## src/hw/rtl/xrng_pkg.sv

```systemverilog
// Shared types and constants for the xoshiro256++ random generator.
`default_nettype none

package xrng_pkg;

    localparam int unsigned WORD_W    = 64;
    localparam int unsigned UNIFORM_W = 54;
    localparam int unsigned NUM_WORDS = 4;
    localparam int unsigned IDX_W     = 2;

    localparam logic [WORD_W-1:0] GOLDEN_STEP = 64'h9E37_79B9_7F4A_7C15;
    localparam logic [WORD_W-1:0] MIX_MUL_A   = 64'hBF58_476D_1CE4_E5B9;
    localparam logic [WORD_W-1:0] MIX_MUL_B   = 64'h94D0_49BB_1331_11EB;

    localparam int unsigned ROT_OUT   = 23;
    localparam int unsigned ROT_STATE = 45;
    localparam int unsigned SHL_STATE = 17;
    localparam int unsigned MIX_SHR_A = 30;
    localparam int unsigned MIX_SHR_B = 27;
    localparam int unsigned MIX_SHR_C = 31;
    localparam int unsigned UNIFORM_SHR = 11;

    typedef enum logic {
        OP_DRAW   = 1'b0,
        OP_RESEED = 1'b1
    } opcode_t;

    typedef enum logic [2:0] {
        ST_IDLE,
        ST_MIX_A_MUL,
        ST_MIX_A_SUM,
        ST_MIX_B_MUL,
        ST_MIX_B_SUM
    } state_t;

    // Commands from the controller to the datapath.
    typedef struct packed {
        logic             draw;
        logic             seed_load;
        logic             pp_capture;
        logic             pp_use_b;
        logic             sum_capture;
        logic             word_store;
        logic [IDX_W-1:0] word_idx;
    } xrng_cmd_t;

    function automatic logic [WORD_W-1:0] rotl(input logic [WORD_W-1:0] v,
                                               input int unsigned amount);
        return (v << amount) | (v >> (WORD_W - amount));
    endfunction

endpackage

`default_nettype wire

```

## src/hw/rtl/xoshiro256pp_random_generator.sv

```systemverilog
// Top level of the xoshiro256++ random generator with splitmix64 reseeding.
//
// Requests arrive on the s_ stream: s_tuser carries the opcode (draw or
// reseed) and s_tdata the 64-bit seed, which only a reseed uses. Each draw
// request gives one result on the m_ stream; a reseed gives none.
// A draw is taken in the idle state and its result sits in the output
// register on the next cycle, and draws can be taken every cycle while
// the receiver keeps m_tready high. A new draw is
// taken while a result waits only if that result leaves in the same cycle.
// A reseed produces four splitmix64 outputs, each needing two
// passes through the shared 32-bit partial-product multipliers, and each
// pass is followed by a sum state; s_tready stays low meanwhile.
// When the receiver stalls, the result holds and s_tready drops.
// Reset clears all four state words to zero, so draws before the first
// reseed return zero, and empties the output register.
`default_nettype none

module xoshiro256pp_random_generator (
    input  wire logic          aclk,
    input  wire logic          aresetn,
    input  wire logic          s_tvalid,
    output logic               s_tready,
    input  wire logic [63:0]   s_tdata,   // [63:0] seed_value
    input  wire logic [0:0]    s_tuser,   // [0] opcode
    output logic               m_tvalid,
    input  wire logic          m_tready,
    output logic [119:0]       m_tdata    // [63:0] raw_value, [117:64] uniform_fixed
);

    xrng_pkg::xrng_cmd_t cmd;
    logic [xrng_pkg::WORD_W-1:0]    raw_value;
    logic [xrng_pkg::UNIFORM_W-1:0] uniform_fixed;

    xrng_ctrl u_ctrl (
        .aclk     (aclk),
        .aresetn  (aresetn),
        .s_tvalid (s_tvalid),
        .s_tready (s_tready),
        .opcode   (s_tuser[0]),
        .m_tvalid (m_tvalid),
        .m_tready (m_tready),
        .cmd      (cmd)
    );

    xrng_datapath u_datapath (
        .aclk          (aclk),
        .aresetn       (aresetn),
        .cmd           (cmd),
        .seed_value    (s_tdata),
        .raw_value     (raw_value),
        .uniform_fixed (uniform_fixed)
    );

    assign m_tdata = {2'b00, uniform_fixed, raw_value};

endmodule

`default_nettype wire

```

## src/hw/rtl/xrng_ctrl.sv

```systemverilog
// Controller state machine: request handshakes, reseed sequencing and output valid.
`default_nettype none

module xrng_ctrl (
    input  wire logic            aclk,
    input  wire logic            aresetn,
    input  wire logic            s_tvalid,
    output logic                 s_tready,
    input  wire logic            opcode,
    output logic                 m_tvalid,
    input  wire logic            m_tready,
    output xrng_pkg::xrng_cmd_t  cmd
);

    xrng_pkg::state_t state_reg, state_next;
    logic [xrng_pkg::IDX_W-1:0] idx_reg, idx_next;
    logic out_valid_reg, out_valid_next;
    logic accept;
    logic is_draw;

    assign s_tready = (state_reg == xrng_pkg::ST_IDLE) && (!out_valid_reg || m_tready);
    assign accept   = s_tvalid && s_tready;
    assign is_draw  = (opcode == xrng_pkg::OP_DRAW);
    assign m_tvalid = out_valid_reg;

    always_ff @(posedge aclk) begin
        if (!aresetn) begin
            state_reg     <= xrng_pkg::ST_IDLE;
            idx_reg       <= '0;
            out_valid_reg <= 1'b0;
        end else begin
            state_reg     <= state_next;
            idx_reg       <= idx_next;
            out_valid_reg <= out_valid_next;
        end
    end

    // Next state.
    always_comb begin
        state_next     = state_reg;
        idx_next       = idx_reg;
        out_valid_next = out_valid_reg;
        if (m_tready) begin
            out_valid_next = 1'b0;
        end
        case (state_reg)
            xrng_pkg::ST_IDLE: begin
                if (accept) begin
                    if (is_draw) begin
                        out_valid_next = 1'b1;
                    end else begin
                        idx_next   = '0;
                        state_next = xrng_pkg::ST_MIX_A_MUL;
                    end
                end
            end
            xrng_pkg::ST_MIX_A_MUL: state_next = xrng_pkg::ST_MIX_A_SUM;
            xrng_pkg::ST_MIX_A_SUM: state_next = xrng_pkg::ST_MIX_B_MUL;
            xrng_pkg::ST_MIX_B_MUL: state_next = xrng_pkg::ST_MIX_B_SUM;
            xrng_pkg::ST_MIX_B_SUM: begin
                idx_next = idx_reg + 1'b1;
                if (idx_reg == xrng_pkg::IDX_W'(xrng_pkg::NUM_WORDS - 1)) begin
                    state_next = xrng_pkg::ST_IDLE;
                end else begin
                    state_next = xrng_pkg::ST_MIX_A_MUL;
                end
            end
            default: state_next = xrng_pkg::ST_IDLE;
        endcase
    end

    // Outputs.
    always_comb begin
        cmd          = '0;
        cmd.word_idx = idx_reg;
        case (state_reg)
            xrng_pkg::ST_IDLE: begin
                cmd.draw      = accept && is_draw;
                cmd.seed_load = accept && !is_draw;
            end
            xrng_pkg::ST_MIX_A_MUL: cmd.pp_capture = 1'b1;
            xrng_pkg::ST_MIX_A_SUM: cmd.sum_capture = 1'b1;
            xrng_pkg::ST_MIX_B_MUL: begin
                cmd.pp_capture = 1'b1;
                cmd.pp_use_b   = 1'b1;
            end
            xrng_pkg::ST_MIX_B_SUM: cmd.word_store = 1'b1;
            default: cmd = '0;
        endcase
    end

endmodule

`default_nettype wire

```

## src/hw/rtl/xrng_datapath.sv

```systemverilog
// Datapath: state words, xoshiro256++ step, splitmix64 mixer and output register.
`default_nettype none

module xrng_datapath (
    input  wire logic                            aclk,
    input  wire logic                            aresetn,
    input  wire xrng_pkg::xrng_cmd_t             cmd,
    input  wire logic [xrng_pkg::WORD_W-1:0]     seed_value,
    output logic [xrng_pkg::WORD_W-1:0]          raw_value,
    output logic [xrng_pkg::UNIFORM_W-1:0]       uniform_fixed
);

    localparam int unsigned W  = xrng_pkg::WORD_W;
    localparam int unsigned HW = W / 2;

    logic [W-1:0] words_reg [xrng_pkg::NUM_WORDS];
    logic [W-1:0] counter_reg;
    logic [W-1:0] prod_reg;
    logic [W-1:0] pp_low_reg;
    logic [HW-1:0] pp_cross_reg;
    logic [W-1:0] raw_reg;

    logic [W-1:0] step_out;
    logic [W-1:0] shifted, n0, n1, n2, n3;
    logic [W-1:0] mul_in, mul_k;
    logic [W-1:0] pp_low;
    logic [HW-1:0] pp_cross;
    logic [W-1:0] prod_sum;

    // One xoshiro256++ step on the current words.
    always_comb begin
        step_out = xrng_pkg::rotl(words_reg[0] + words_reg[3], xrng_pkg::ROT_OUT)
                   + words_reg[0];
        shifted  = words_reg[1] << xrng_pkg::SHL_STATE;
        n2 = words_reg[2] ^ words_reg[0];
        n3 = words_reg[3] ^ words_reg[1];
        n1 = words_reg[1] ^ n2;
        n0 = words_reg[0] ^ n3;
    end

    // The 64-bit product modulo 2^64 is split into a full low-half product and
    // the low halves of the two cross products, summed in the following cycle.
    always_comb begin
        if (cmd.pp_use_b) begin
            mul_in = prod_reg ^ (prod_reg >> xrng_pkg::MIX_SHR_B);
            mul_k  = xrng_pkg::MIX_MUL_B;
        end else begin
            mul_in = counter_reg ^ (counter_reg >> xrng_pkg::MIX_SHR_A);
            mul_k  = xrng_pkg::MIX_MUL_A;
        end
        pp_low   = mul_in[HW-1:0] * mul_k[HW-1:0];
        pp_cross = mul_in[W-1:HW] * mul_k[HW-1:0] + mul_in[HW-1:0] * mul_k[W-1:HW];
        prod_sum = pp_low_reg + {pp_cross_reg, {HW{1'b0}}};
    end

    always_ff @(posedge aclk) begin
        if (!aresetn) begin
            for (int i = 0; i < int'(xrng_pkg::NUM_WORDS); i++) begin
                words_reg[i] <= '0;
            end
        end else if (cmd.draw) begin
            words_reg[0] <= n0;
            words_reg[1] <= n1;
            words_reg[2] <= n2 ^ shifted;
            words_reg[3] <= xrng_pkg::rotl(n3, xrng_pkg::ROT_STATE);
        end else if (cmd.word_store) begin
            words_reg[cmd.word_idx] <= prod_sum ^ (prod_sum >> xrng_pkg::MIX_SHR_C);
        end
    end

    always_ff @(posedge aclk) begin
        if (cmd.draw) begin
            raw_reg <= step_out;
        end
        if (cmd.seed_load) begin
            counter_reg <= seed_value + xrng_pkg::GOLDEN_STEP;
        end else if (cmd.word_store) begin
            counter_reg <= counter_reg + xrng_pkg::GOLDEN_STEP;
        end
        if (cmd.pp_capture) begin
            pp_low_reg   <= pp_low;
            pp_cross_reg <= pp_cross;
        end
        if (cmd.sum_capture) begin
            prod_reg <= prod_sum;
        end
    end

    assign raw_value     = raw_reg;
    assign uniform_fixed = {raw_reg[W-1:xrng_pkg::UNIFORM_SHR], 1'b1};

endmodule

`default_nettype wire

```

## config.mk

```make
export PLATFORM = sky130hd
export DESIGN_NAME = xoshiro256pp_random_generator
export DESIGN_NICKNAME = d
export VERILOG_FILES = /design/src/hw/rtl/xrng_pkg.sv /design/src/hw/rtl/xoshiro256pp_random_generator.sv /design/src/hw/rtl/xrng_ctrl.sv /design/src/hw/rtl/xrng_datapath.sv
export SDC_FILE = /design/constraint.sdc
export NUM_CORES = 2
export LEC_CHECK = 0
export BUFFER_PORTS_ARGS = -buffer_cell sky130_fd_sc_hd__buf_2
export CORE_UTILIZATION = 57
export DETAILED_ROUTE_END_ITERATION = 8
export HOLD_SLACK_MARGIN = 0.03
export PLACE_DENSITY = 0.83
export SETUP_SLACK_MARGIN = 0.3
export SLEW_MARGIN = 25
export SYNTH_ARGS = -nofsm -noshare
export SYNTH_HDL_FRONTEND = slang
export SYNTH_HIERARCHICAL = 1
export SYNTH_SLANG_ARGS = --single-unit
```

## constraint.sdc

```tcl
create_clock -name aclk -period 10.6 [get_ports aclk]
set_input_delay 0.53 -clock aclk [delete_from_list [all_inputs] [get_ports aclk]]
set_output_delay 0.53 -clock aclk [all_outputs]
set_load 0.01 [all_outputs]
```

Word level (Yosys, flattened, before mapping)
Memory sizes are Yosys's and may differ from the RTL's.
Cells that the tools add are included.
Widths: inputs -> output; s select.
Word-level totals
  bits in registers: 294
  memory bits (writable): 256
  input bits: 69
  output and inout bits: 122
  memories: 1
Operators by class
  add/sub/neg operators: 7
  multiply operators: 3
  equal/unequal tests: 7
  mux-type cells: 36
  bitwise logic cells: 15
  reduce and logical (&&, ||, !) cells: 14
Memory list
  u_datapath.words_reg: words 4, width 64, rd ports 4, clocked after Yosys merged registers in 0, wr ports 4, line xrng_datapath.sv:16  | logic [W-1:0] words_reg [xrng_pkg::NUM_WORDS];
Operators with widths (number)
  $mux 64: 8
  $xor 64x64->64: 5
  $add 64x64->64: 3
  $add 64x64->64 const B: 2
  $mul 32x32->32: 2
  $mul 32x32->64: 1
  $or 64x23->64: 1
  $or 64x45->64: 1
  $reduce_or 64->1: 1
  $xor 64x33->64: 1
  $xor 64x34->64: 1
  $xor 64x37->64: 1
  $mux 62: 1
  $add 32x32->32: 1
  $mux 1: 18
  $pmux 3 s5: 1
  $mux 2: 5
  $eq 3x2->1 const B: 2
  $mux 3: 2
  $reduce_or 5->1: 1
  $logic_and 1x1->1: 4
  $or 1x1->1: 4
  $pmux 2 s2: 1
  $reduce_bool 2->1: 2
  13 further kinds: 13

Longest topological paths before layout
  word-level depth: 11
  gate-level depth with buffers: 38
  gate-level depth less buffers: 34

By module
The synthesis kept the hierarchy.
By module, submodules not included
  xrng_datapath: times used 1, cells each 7831, area an instance 80636.1 sq um
  xrng_ctrl: times used 1, cells each 40, area an instance 347.8 sq um
  xoshiro256pp_random_generator: times used 1, cells each 3, area an instance 18.8 sq um

Least setup slack after synthesis
OpenSTA, ideal clock, no wires.
  kind: flip-flop to flip-flop
  start: register u_ctrl.state_reg[1]
  end: register u_datapath.pp_cross_reg[31], data pin
  setup time: 260 ps
  data arrival time: 10078 ps
  setup slack: 262 ps
  stages on the path, launching flop included: 35
  path buffers: 5
  period minus slack after synthesis: 10338 ps
  cell sequence: dfxtp_1 > nor2b_1 > and2_1 > clkbuf_1 > clkbuf_1 > clkbuf_1 > clkbuf_1 > clkbuf_1 > nor2_1 > a21oi_1 > inv_1 > fa_1 > inv_1 > fa_1 > fa_1 > inv_1 > fa_1 > inv_1 > ha_1 > fa_1 > fa_1 > fa_1 > fa_1 > fa_1 > ha_1 > o21ai_0 > a221oi_1 > a21boi_0 > a211oi_1 > a211oi_1 > o31ai_1 > o21a_1 > o21ai_0 > a21oi_1 > xnor2_1
RTL lines
  start, declared: line xrng_ctrl.sv:15  | xrng_pkg::state_t state_reg, state_next;
  start signal, assigned: line xrng_ctrl.sv:28  | state_reg <= xrng_pkg::ST_IDLE;
  start signal, assigned: line xrng_ctrl.sv:32  | state_reg <= state_next;
  end signal, assigned: line xrng_datapath.sv:82  | pp_cross_reg <= pp_cross;
  end, declared: line xrng_datapath.sv:20  | logic [HW-1:0] pp_cross_reg;

Worst setup path after layout
  start: register u_datapath.counter_reg[37]
  end: register u_datapath.pp_cross_reg[31], data pin
Between the ends
  longest elaborated chain between the ends: 4
  elaborated cells on any way between the ends: 5
  classes of those cells: 1 x add/sub; 2 x mul; 1 x mux; 1 x bitwise
Ends and longest elaborated chain
  start, declared: line xrng_datapath.sv:17  | logic [W-1:0] counter_reg;
  start signal, assigned: line xrng_datapath.sv:76  | counter_reg <= seed_value + xrng_pkg::GOLDEN_STEP;
  start signal, assigned: line xrng_datapath.sv:78  | counter_reg <= counter_reg + xrng_pkg::GOLDEN_STEP;
  $xor 64x34->64 *: line xrng_datapath.sv:48  | mul_in = counter_reg ^ (counter_reg >> xrng_pkg::MIX_SHR_A);
  $mux 64 *: line xrng_datapath.sv:44  | if (cmd.pp_use_b) begin
  $mul 32x32->32: line xrng_datapath.sv:52  | pp_cross = mul_in[W-1:HW] * mul_k[HW-1:0] + mul_in[HW-1:0] * mul_k[W-1:HW];
  $add 32x32->32 *: line xrng_datapath.sv:52
  net u_datapath.pp_cross[31]: line xrng_datapath.sv:27  | logic [HW-1:0] pp_cross;
The timed path passes the listed nets; every way through them passes the cells marked *.
A chain may end at the register's enable or synchronous reset.

==> qor.yml <==
critical_path:
  crit_top_cell: "fa_1"
  cp_slowest_cell: "xor2_1"
  path_class: "reg -> reg"
  crit_buf_inv: 4
  reg2reg_from: "u_datapath/counter_reg[37]"
  cp.required_ps: 11050
  cp.depth: 27
  crit_family: "adder cells"
  r2r_setup_slack_ps: 480
  start_kind: "register"
  r2r_cells: 27
  reg2reg_to: "u_datapath/pp_cross_reg[31]"
  cpPeakStageDelay_ps: 770
  cp-end-kind: "register"
  worstPathMaxFanout: 10
  arrival_ps: 10570
cells_and_area:
  drive_gt1_share_pct: 7.17
  largest_reg_flops: 256
  final_area_mm2: 0.0870
  fin_nets: 10309
  area_growth_pct: 7.36
  nFillCells: 11511
synth:
  yosysWarnings: 6
  ys_async_sr_fraction_pct: 0
  synth_area_mm2: 0.0810
  yosysTopAreaCell: "fa_1"
  ys_seq_elements: 550
  synth-edff-count: 544
  yosysTopAreaCellShare_pct: 30.4
  ys_seq_area_share_pct: 20.3
  synthDistinctLibCells: 104
  synth.top_cells.by_count: "inv_1 (1743), fa_1 (1231), ha_1 (931)"
  yosys-top-cells-area: "fa_1 (30%), edfxtp_1 (20%), ha_1 (14%)"
  synthCells: 7874
  synth.most_common_cell: "inv_1"
  ys.flop_type: "edfxtp_1"
  avgSynthCellArea_um2: 10.3
outcome:
  status: "complete, no violations"
global_route:
  grt_max_degree: 105
  antenna_found_initial: 16
  grt_usage_pct: 41.8
  first_global_vias: 62443
  gr-total-overflow: 0
  grt_pass1_wl_mm: 424
drt:
  routed_wl_mm: 294
  route.detailed.drc: 0
  ant_nets: 0
  drt_pass1_iterations: 8
  vias: 60379
  drtIter0Drc: 7015
  avgRoutedWirePerCell_um: 29.4
  vias_per_cell: 6.03
clock_tree:
  root_buffer: "clkbuf_16"
  cts_buffers: 66
  clock_latency_ps: 700
  path_clk_slew_ps: 70
  clockBufferDepth: 3
  postCtsHoldBufs: 0
  cts.sinks: 550
  cts_tree: "yes"
  htreeDepth: 3
sta:
  tightest_slew_ps: 1160
  setup_tns_ps: 0
  clock_skew_ps: 59.2
  finalHoldViolations: 0
  fin_hold_ws_ps: 206
  setup_slack_ps: 478
  setup-violations-final: 0
  maxSlewViolCount: 0
  final.min_clock_period_ps: 10120
  slew-limit-headroom_pct: 22.4
  min_period_over_period_pct: 95.5
  rsz0062_at_grt: "true"
  max_freq_ghz: 0.0988
die:
  io_pins: 191
  die_width_um: 379
  fp.dieH_um: 379
  num_rows: 137
  coreArea_mm2: 0.140
  start_util_pct: 57.8
  die-area_mm2: 0.144
flow_run:
  drv_cap: 0
place:
  place_congestion: 1.13
  dp_hpwl_mm: 249
  preCtsSetupSlack_ps: 246
  portBuffers: 187
  placed_cell_area_mm2: 0.0845
hold_path:
  holdCritPathClass: "in -> reg"
  min_to: "u_ctrl/m_tvalid"
  min_from: "s_tvalid"
  whs_path_depth: 3
-- final cells by class --
class / instances / area (µm²) / share of cell area (%)
Antenna cell: 6 / 15.0 / 0.0173
Clock buffer: 72 / 1670 / 1.93
Clock inverter: 47 / 606 / 0.696
Inverter: 1745 / 6550 / 7.54
Multi-Input combinational cell: 5351 / 57000 / 65.5
Sequential cell: 550 / 16500 / 18.9
Tap cell: 1876 / 2350 / 2.70
Timing Repair Buffer: 364 / 2350 / 2.70
-- placed cells by master (no fill, tap or decap), types with 16 or more instances in the layout --
cell       synthesis  routed
a21oi_1          292     289
o22ai_1          205     205
nand2b_1          43      43
a21o_1           107     107
o21ai_1           17      17
or3_1             17      16
clkbuf_16          0      66
xor2_1           304     304
nand2_1          426     418
o21bai_1          48      47
xnor2_1          492     491
or2_2             22      22
ha_1             931     931
conb_1             3      55
fa_1            1231    1231
mux2i_1           57      57
o31ai_1           16      16
nor2b_1           37      35
and3_1            29      29
nor2_1           258     253
inv_1           1743    1738
o21a_1            43      43
a211oi_1          36      35
buf_2             10     187
o21ai_0          222     221
a31oi_1           46      46
nand4_1           31      31
edfxtp_1         544     544
buf_4             56     170
nand3_1           57      57
nor3_1            52      52
and2_1            35      32
-- routing by layer --
layer / track usage (%) / vias up / part of all wire [%]
met3: 14.4 / 845 / 13
li1: - / 25744 / -
met4: 27.2 / 8 / 8.2
met2: 60.7 / 3695 / 42
met5: 1.30 / - / 0.10
met1: 53.0 / 30087 / 37
-- worst register-to-register path, stage by stage, from the launching register on --
cell	delay (ps)
edfxtp_1	740
xor2_1	780
nand2_1	650
inv_1	550
a21oi_1	160
fa_1	520
fa_1	520
inv_1	60
fa_1	470
ha_1	200
fa_1	440
fa_1	530
fa_1	600
fa_1	460
fa_1	470
ha_1	380
o21ai_0	190
a221oi_2	360
a21boi_1	160
a211oi_1	280
buf_4	220
a211oi_1	90
buf_4	160
o31ai_1	340
o21a_1	180
o21ai_0	90
a21oi_1	180
xnor2_1	90
-- what timing repair did --
item                                    4_1_cts  5_1_grt
endpoints found under the setup margin        2       18
gates resized for setup                       3       17
cloned                                        0        1
setup buffers                                 0       10
pin swaps                                     0        1
-- worst max path at each step --
| stage | start | to | slack [ps] |
|---|---|---|---|
| after global placement | u_ctrl/state_reg[1] | u_datapath/pp_low_reg[63] | 380 |
| after detailed placement | u_ctrl/state_reg[2] | u_datapath/pp_low_reg[63] | 250 |
| after CTS | u_ctrl/state_reg[1] | u_datapath/pp_cross_reg[31] | 340 |
| after floorplan | u_ctrl/state_reg[1] | u_datapath/pp_cross_reg[31] | 540 |
| after global routing | u_datapath/counter_reg[37] | u_datapath/pp_cross_reg[31] | 280 |
| final | u_datapath/counter_reg[37] | u_datapath/pp_cross_reg[31] | 480 |
-- per-stage QoR --
step / utilization (%) / std cells
finish: 62.0 / 10011
detailed placement: 60.3 / 9875
global placement: 60.3 / 9875
global route: 62.0 / 10005
floorplan: - / 7926
CTS: 61.9 / 9994
-- logic make-up (layout without fill, tap and decap cells) --
logic type | after synthesis | in the layout | share of synthesized area (%)
other cells | 3 | 61 | 0.0139
xor+xnor | 802 | 802 | 8.73
mux | 71 | 71 | 0.924
compound gates | 1197 | 1197 | 9.39
flops | 550 | 550 | 20.3
fa+ha+maj | 2162 | 2162 | 44.8
buf+inv | 2026 | 2228 | 9.74
simple gates | 1063 | 1064 | 6.09
Power is not shown: default switching activity piles up to over one toggle a cycle in this logic, so the estimate is an artifact.
